### config.mk
export PLATFORM = sky130hd
export DESIGN_NAME = pkd_wrap
export DESIGN_NICKNAME = d
export VERILOG_FILES = /design/src/rtl/core/particle_kick_drift_wrap_defines.svh /design/src/rtl/core/pkd_pkg.sv /design/src/rtl/core/pkd_wrap.sv
export SDC_FILE = /design/constraint.sdc
export NUM_CORES = 2
export LEC_CHECK = 0
export BUFFER_PORTS_ARGS = -buffer_cell sky130_fd_sc_hd__buf_2
export CAP_MARGIN = 20
export CORE_MARGIN = 2
export CORE_UTILIZATION = 40
export DETAILED_ROUTE_END_ITERATION = 7
export HOLD_SLACK_MARGIN = 0.05
export SLEW_MARGIN = 20
export SYNTH_ARGS = -nofsm -noshare
export SYNTH_HDL_FRONTEND = slang
export SYNTH_SLANG_ARGS = --single-unit
### constraint.sdc
create_clock -name clk -period 5.15 [get_ports clk]
set_input_delay 0.2575 -clock clk [delete_from_list [all_inputs] [get_ports clk]]
set_output_delay 0.2575 -clock clk [all_outputs]
set_load 0.02 [all_outputs]
### src/rtl/core/particle_kick_drift_wrap_defines.svh
// assertion macros for the particle kick-drift-wrap block
`ifndef PARTICLE_KICK_DRIFT_WRAP_DEFINES_SVH
`define PARTICLE_KICK_DRIFT_WRAP_DEFINES_SVH

`ifndef SYNTH
// same-cycle implication, sampled on clk, off during reset
`define PKD_ASSERT_IMP(lbl, a, c) \
    lbl: assert property (@(posedge clk) disable iff (!rst_n) (a) |-> (c)) \
        else $error("pkd assertion failed");
// next-cycle implication, sampled on clk, off during reset
`define PKD_ASSERT_NEXT(lbl, a, c) \
    lbl: assert property (@(posedge clk) disable iff (!rst_n) (a) |=> (c)) \
        else $error("pkd assertion failed");
`else
`define PKD_ASSERT_IMP(lbl, a, c)
`define PKD_ASSERT_NEXT(lbl, a, c)
`endif

`endif

### src/rtl/core/pkd_pkg.sv
// shared widths, register indexes and types of the particle integrator
package pkd_pkg;

    localparam int NUM_TYPES_DEF = 16;

    localparam int TYPE_W     = 4;
    localparam int FIX_W      = 32;
    localparam int DT_W       = 16;
    localparam int SCALE_W    = 18;
    localparam int BOX_W      = 31;
    localparam int CFG_IDX_W  = 3;
    localparam int CFG_DATA_W = 31;

    // register indexes of the write port
    localparam logic [CFG_IDX_W-1:0] REG_TIME_STEP = 3'd0;
    localparam logic [CFG_IDX_W-1:0] REG_VEL_SCALE = 3'd1;
    localparam logic [CFG_IDX_W-1:0] REG_POS_SCALE = 3'd2;
    localparam logic [CFG_IDX_W-1:0] REG_BOX_X     = 3'd3;
    localparam logic [CFG_IDX_W-1:0] REG_BOX_Y     = 3'd4;
    localparam logic [CFG_IDX_W-1:0] REG_BOX_Z     = 3'd5;

    // reset values
    localparam logic [DT_W-1:0]    DT_RST    = 16'd0;
    localparam logic [SCALE_W-1:0] SCALE_RST = 18'd65536;
    localparam logic [BOX_W-1:0]   BOX_RST   = 31'd65536;

    // item kinds
    localparam logic KIND_UPDATE = 1'b0;
    localparam logic KIND_LOAD   = 1'b1;

    // pipeline control handed to the wrap units
    typedef struct packed {
        logic adv;
        logic vld;
    } pkd_ctl_t;

endpackage

### src/rtl/core/pkd_wrap.sv
// pipelined periodic wrap: floor modulo by the box length, one bit per stage
module pkd_wrap import pkd_pkg::*; #(
    parameter int XW     = 32,
    parameter int SIDE_W = 1
) (
    input  logic                     clk,
    input  logic                     rst_n,
    input  pkd_ctl_t                 ctl,
    input  logic signed [XW-1:0]     x,
    input  logic [BOX_W-1:0]         box,
    input  logic [SIDE_W-1:0]        side,
    output logic                     vld,
    output logic signed [FIX_W-1:0]  res,
    output logic                     jump,
    output logic [SIDE_W-1:0]        side_out
);

    // stage 0 is the sign split, stages 1..XW each take one dividend bit
    logic              vld_reg  [XW+1];
    logic              neg_reg  [XW+1];
    logic              jmp_reg  [XW+1];
    logic [XW-1:0]     mag_reg  [XW+1];
    logic [BOX_W-1:0]  rem_reg  [XW+1];
    logic [FIX_W-1:0]  xlo_reg  [XW+1];
    logic [SIDE_W-1:0] side_reg [XW+1];

    logic              neg_in;
    logic [XW-1:0]     mag_in;
    logic [XW:0]       box_ext;
    logic [XW:0]       box2_ext;
    logic              jmp_in;

    // magnitude and the more-than-one-box test
    always_comb
    begin
        neg_in   = x[XW-1];
        mag_in   = neg_in ? XW'(-x) : XW'(x);
        box_ext  = (XW+1)'(box);
        box2_ext = (XW+1)'({box, 1'b0});
        if (box == '0)
            jmp_in = 1'b0;
        else if (neg_in)
            jmp_in = {1'b0, mag_in} > box_ext;
        else
            jmp_in = {1'b0, mag_in} >= box2_ext;
    end

    // entry stage valid
    always_ff @(posedge clk or negedge rst_n)
    begin
        if (!rst_n)
            vld_reg[0] <= 1'b0;
        else if (ctl.adv)
            vld_reg[0] <= ctl.vld;
    end

    // entry stage payload
    always_ff @(posedge clk)
    begin
        if (ctl.adv)
        begin
            neg_reg[0]  <= neg_in;
            jmp_reg[0]  <= jmp_in;
            mag_reg[0]  <= mag_in;
            rem_reg[0]  <= '0;
            xlo_reg[0]  <= x[FIX_W-1:0];
            side_reg[0] <= side;
        end
    end

    // restoring remainder stages
    for (genvar k = 1; k <= XW; k++)
    begin : g_stage
        logic [BOX_W:0]   trial;
        logic [BOX_W:0]   diff;
        logic [BOX_W-1:0] rem_next;

        always_comb
        begin
            trial    = {rem_reg[k-1], mag_reg[k-1][XW-1]};
            diff     = trial - {1'b0, box};
            rem_next = (trial >= {1'b0, box}) ? diff[BOX_W-1:0] : trial[BOX_W-1:0];
        end

        always_ff @(posedge clk or negedge rst_n)
        begin
            if (!rst_n)
                vld_reg[k] <= 1'b0;
            else if (ctl.adv)
                vld_reg[k] <= vld_reg[k-1];
        end

        always_ff @(posedge clk)
        begin
            if (ctl.adv)
            begin
                neg_reg[k]  <= neg_reg[k-1];
                jmp_reg[k]  <= jmp_reg[k-1];
                mag_reg[k]  <= {mag_reg[k-1][XW-2:0], 1'b0};
                rem_reg[k]  <= rem_next;
                xlo_reg[k]  <= xlo_reg[k-1];
                side_reg[k] <= side_reg[k-1];
            end
        end
    end

    // floor correction for negative inputs, pass-through for a zero box
    logic                    out_vld_reg;
    logic signed [FIX_W-1:0] res_reg;
    logic signed [FIX_W-1:0] res_next;
    logic                    jump_reg;
    logic [SIDE_W-1:0]       side_out_reg;

    always_comb
    begin
        if (box == '0)
            res_next = xlo_reg[XW];
        else if (neg_reg[XW] && (rem_reg[XW] != '0))
            res_next = {1'b0, box - rem_reg[XW]};
        else
            res_next = {1'b0, rem_reg[XW]};
    end

    always_ff @(posedge clk or negedge rst_n)
    begin
        if (!rst_n)
            out_vld_reg <= 1'b0;
        else if (ctl.adv)
            out_vld_reg <= vld_reg[XW];
    end

    always_ff @(posedge clk)
    begin
        if (ctl.adv)
        begin
            res_reg      <= res_next;
            jump_reg     <= jmp_reg[XW];
            side_out_reg <= side_reg[XW];
        end
    end

    assign vld      = out_vld_reg;
    assign res      = res_reg;
    assign jump     = jump_reg;
    assign side_out = side_out_reg;

endmodule

; Word level (Yosys, flattened, before mapping)
; Memory sizes are Yosys's and may differ from the RTL's. A register that Yosys moved wholly into a read port is not among the register bits.
; Index checks and enable logic that the tools add are counted.
[word_totals]
register_bits = 66
n_memories = 6
ram_bits = 3234
out_inout_bits = 35
[op_classes]
add_sub_neg = 34
magnitude_cmp = 34
muxes = 39
reduce_logical = 3
[mem_list]
columns = memory, words, word_bits, read_ports, rd_clocked_by_memory_dff, write_ports, line_no
row1 = mag_reg, 33, 32, 32, 0, 33, pkd_wrap.sv:22  ; logic [XW-1:0] mag_reg [XW+1];
row2 = xlo_reg, 33, 32, 33, 0, 33, pkd_wrap.sv:24  ; logic [FIX_W-1:0] xlo_reg [XW+1];
row3 = rem_reg, 33, 31, 33, 0, 33, pkd_wrap.sv:23  ; logic [BOX_W-1:0] rem_reg [XW+1];
row4 = jmp_reg, 33, 1, 33, 1, 33, pkd_wrap.sv:21  ; logic jmp_reg [XW+1];
row5 = neg_reg, 33, 1, 33, 0, 33, pkd_wrap.sv:20  ; logic neg_reg [XW+1];
row6 = side_reg, 33, 1, 33, 1, 33, pkd_wrap.sv:25  ; logic [SIDE_W-1:0] side_reg [XW+1];
[ops]
columns = operator, n
row1 = greater-or-equal comparator 32 x 31 -> 1 bit, 32
row2 = 2-to-1 mux 31 bit, 33
row3 = subtractor 31 bit, 33
row4 = 2-to-1 mux 32 bit, 2
row5 = greater-or-equal comparator 32 bit, 1
row6 = > comparator 32 x 31 -> 1 bit, 1
row7 = negation 32 bit, 1
row8 = logical NOT 31 bit, 1
row9 = nonzero test 31 bit, 1
row10 = 2-to-1 mux 1 bit, 4
row11 = logical AND 1 bit, 1

; Longest topological paths before layout
[logic_depth]
ltp_word = 5
ltp_mapped = 22
mapped_depth_nobuf = 22

; Worst setup path after synthesis
; OpenSTA, ideal clock, no wires.
[synth_timing]
path_type = input-to-reg
from = input port box[1]
to = memory rem_reg[2][15], in the netlist rem_reg[0][77], data pin
path_stages = 13
arrival_time_ns = 4.385
setup_slack_ns = 0.505
t_required_ns = 4.890
path_buffers = 1
setup_time_ns = 0.260
path_cell_list = clkinv_1 > clkbuf_1 > ha_1 > nor2b_1 > o31a_1 > o311ai_0 > or4b_1 > a31oi_1 > nor2b_1 > o21a_1 > o41a_1 > xor2_1 > mux2_2
[synth_rtl]
columns = element, line_no
row1 = from (decl), pkd_wrap.sv:10  ; input logic [BOX_W-1:0] box,
row2 = to (decl), pkd_wrap.sv:23

==> reports/qor.csv <==
stage,metric,value,unit
floorplan,die_h,601,um
sta,tns,0,ns
placement,pre_cts_ws,0.130,ns
run,drv_cap,0,
floorplan,rows,219,
floorplan,io_pins,103,
final_layout,design_area,162000,um^2
drt,first_pass_iters,7,
final_layout,multi_input_area,60300,um^2
yosys,async_reset_ff_frac,0.0127,
sta,relSlewSlack,0.186,
drt,drt_iter0_markers,7923,
cts,postCtsSetupBuffers,0,
placement,port_buffers,102,
sta,hold_viol_final,0,
cts,root_buffer,clkbuf_16,
yosys,synth_area,143000,um^2
power,p_leak,62.7,nW
power,p_per_area,640,nW/um^2
final_layout,area_growth,13.5,%
sta,drv_slew,0,
yosys,synth_edf_count,2644,
yosys,ys_seq_area_frac,0.563,
sta,layout_min_cycle_time,4.63,ns
worst_setup_path,critPathKind,input pin to flip-flop,
yosys,syn_avg_cell_area,12.3,um^2
yosys,synth.distinct_cells,91,
sta,period_share,0.899,
global_routing,grt_max_degree,179,
yosys,synth_seq_cells,2678,
worst_setup_path,cp_data_required_time,5.79,ns
final_layout,largest_register_ffs,1040,
cts,clock_sinks,2678,
floorplan,die_w,601,um
worst_setup_path,crit_path_end_kind,flip-flop,
floorplan,core,355000,um^2
placement,postPlaceCellArea,152000,um^2
cts,cts_hold_buf,44,
power,ir_drop,0.000415,V
final_layout,n_fill_cell,31700,
sta,rsz0062_at_grt,no,
yosys,synthCells,11600,
drt,vias,95300,
sta,fmax,216,MHz
floorplan,start_util,0.401,
drt,drc_errors,0,
yosys,synth_top_area_frac,0.557,
global_routing,grt_pass1_vias,93600,
worst_setup_path,start_kind,input pin,
yosys,synthTopCellsByArea,"edfxtp_1 56%, ha_1 9.3%, a21oi_1 3.4%",
global_routing,grt_pass1_wl,566000,um
cts,clock_latency,0.93,ns
worst_hold_path,hold_class,input pin to flip-flop,
final_layout,regArea,80200,um^2
worst_setup_path,cp_top_family,simple AND/OR/NAND/NOR gates,
worst_setup_path,crit_buf_inv,3,
global_routing,antenna_found_initial,27,
global_routing,grt_usage,0.202,
cts,cts_max_path_buffers,4,
worst_setup_path,critical_path.cell_chain,dlygate4sd3_1 -> buf_2 -> inv_1 -> ha_1 -> nand2_1 -> or3_1 -> or2_1 -> or3_4 -> or4_1 -> or3_1 -> or3_4 -> o31ai_4 -> xnor2_1 -> ha_1 -> nor2b_1 -> o21ai_0 -> nand2b_1 -> a21oi_1 -> nor2b_1 -> o21ai_0 -> nand2b_1 -> a211oi_1 -> a211oi_1,
final_layout,fin_nets,13300,
final_layout,mostFrequentLayoutCell,edfxtp_1,
global_routing,overflow,0,
run_status,status,"complete, no violations",
cts,cts_tree,built,
cts,clkTransAtPathRegs,0.06,ns
drt,drtAntennaViolNets,0,
cts,htreeDepth,5,
final_layout,utilization,0.455,
drt,wl,375000,um
placement,gp_congestion,0.919,
placement,place_hpwl,273000,um
yosys,synth_flop_cell,edfxtp_1,
drt,via_per_inst,5.57,
sta,timing.final.ws_setup,0.520,ns
worst_setup_path,arrival,5.27,ns
worst_setup_path,crit_fanout,4,
final_layout,drive_gt1_frac,0.121,
power,total_power,0.104,W
final_layout,final_cell_mix,"2644 x edfxtp_1, 1056 x ha_1, 956 x a21oi_1, 874 x nand2_1, 707 x o21ai_0",
sta,clock_skew,0.0816,ns
yosys,syn-num-nets,12700,
worst_setup_path,slowest_delay,0.53,ns
cts,cts_made_buffers,302,
cts,ctsResizeCount,0,
floorplan,die_area,361000,um^2
drt,post_drt_wl_per_cell,21.9,um
yosys,synth_top_area_cell,edfxtp_1,
worst_setup_path,slowest_stage,dlygate4sd3_1,
sta,worst_pin_slew,1.22,ns
sta,finalSetupViolCount,0,
yosys,synth_warnings,0,
per-layer routing:
metal,up-vias,wire length (um),global-route usage,part of all wire
met1,46500,171000,0.281,0.46
met3,659,19400,0.0249,0.052
met4,0,14900,0.0773,0.040
met5,-,0,0,0
met2,2647,170000,0.322,0.45
li1,45500,-,-,-
cell usage after synthesis, types with 53 or more instances:
library cell,instances
mux2_2,394
ha_1,1056
edfxtp_1,2644
nand3_1,180
o31ai_1,95
mux2_4,54
and3_1,76
a31oi_1,125
a21o_1,503
o21bai_1,115
nor2b_1,144
o21a_1,143
nand2b_1,150
a211oi_1,95
a21oi_1,957
clkbuf_1,200
o211ai_1,62
or3_1,64
or2_2,53
xor2_1,314
nor2_1,687
xnor2_1,511
nand4_1,132
inv_1,322
nor3_1,156
nand2_1,874
o21ai_0,707
layout make-up:
cell class                 count  share of cell area
timing repair buffer         478              0.0268
clock buffer                 365              0.0486
multi-input combinational   8339               0.372
tap                         4751              0.0367
antenna                        4           0.0000619
inverter                     323             0.00752
sequential                  2678               0.496
clock inverter               173              0.0120
cells by family (layout without fill, tap and decap cells):
logic type / count (synthesis) / after routing / synth area share
AO/OA/AOI/OAI: 3215 / 3215 / 0.143
flip-flops: 2678 / 2678 / 0.563
AND/OR/NAND/NOR: 2716 / 2716 / 0.0903
XOR/XNOR: 825 / 825 / 0.0507
adder cells (fa/ha/maj): 1088 / 1088 / 0.0972
multiplexers: 495 / 495 / 0.0401
buffers and inverters: 575 / 1339 / 0.0157
other: 0 / 4 / 0
through the flow:
| stage | hold slack [ns] | instances |
|---|---|---|
| 6_report | 0.130 | 17100 |
| 5_1_grt | 0.108 | 17100 |
| 4_1_cts | 0.0507 | 17100 |
| 3_5_place_dp | 0.347 | 16500 |
| 3_3_place_gp | 0.338 | 16500 |
| 2_1_floorplan | -0.0381 | 11600 |
power breakdown:
| part | switching, W | internal, W | leakage (nW) |
|---|---|---|---|
| registers | 0.00344 | 0.0319 | 26.4 |
| clock network | 0.00893 | 0.0124 | 4.72 |
| logic | 0.0260 | 0.0210 | 31.6 |
worst paths after layout:
kind / from / endpoint / slack (ns) / depth (start not counted)
setup / recovery: x[0] / jmp_reg[0] / 0.52 / 23
hold / removal: x[27] / xlo_reg[0][27] / 0.13 / 2
setup reg to reg: mag_reg[0][927] / rem_reg[1][433] / 0.91 / 14
hold reg to reg: xlo_reg[1][371] / xlo_reg[1][403] / 0.39 / 0
max in group asynchronous: rst_n / vld_reg[11] / 4.57 / 4
min in group asynchronous: rst_n / vld_reg[25] / 0.41 / 4
No activity file was read; power rests on OpenSTA's default activity.
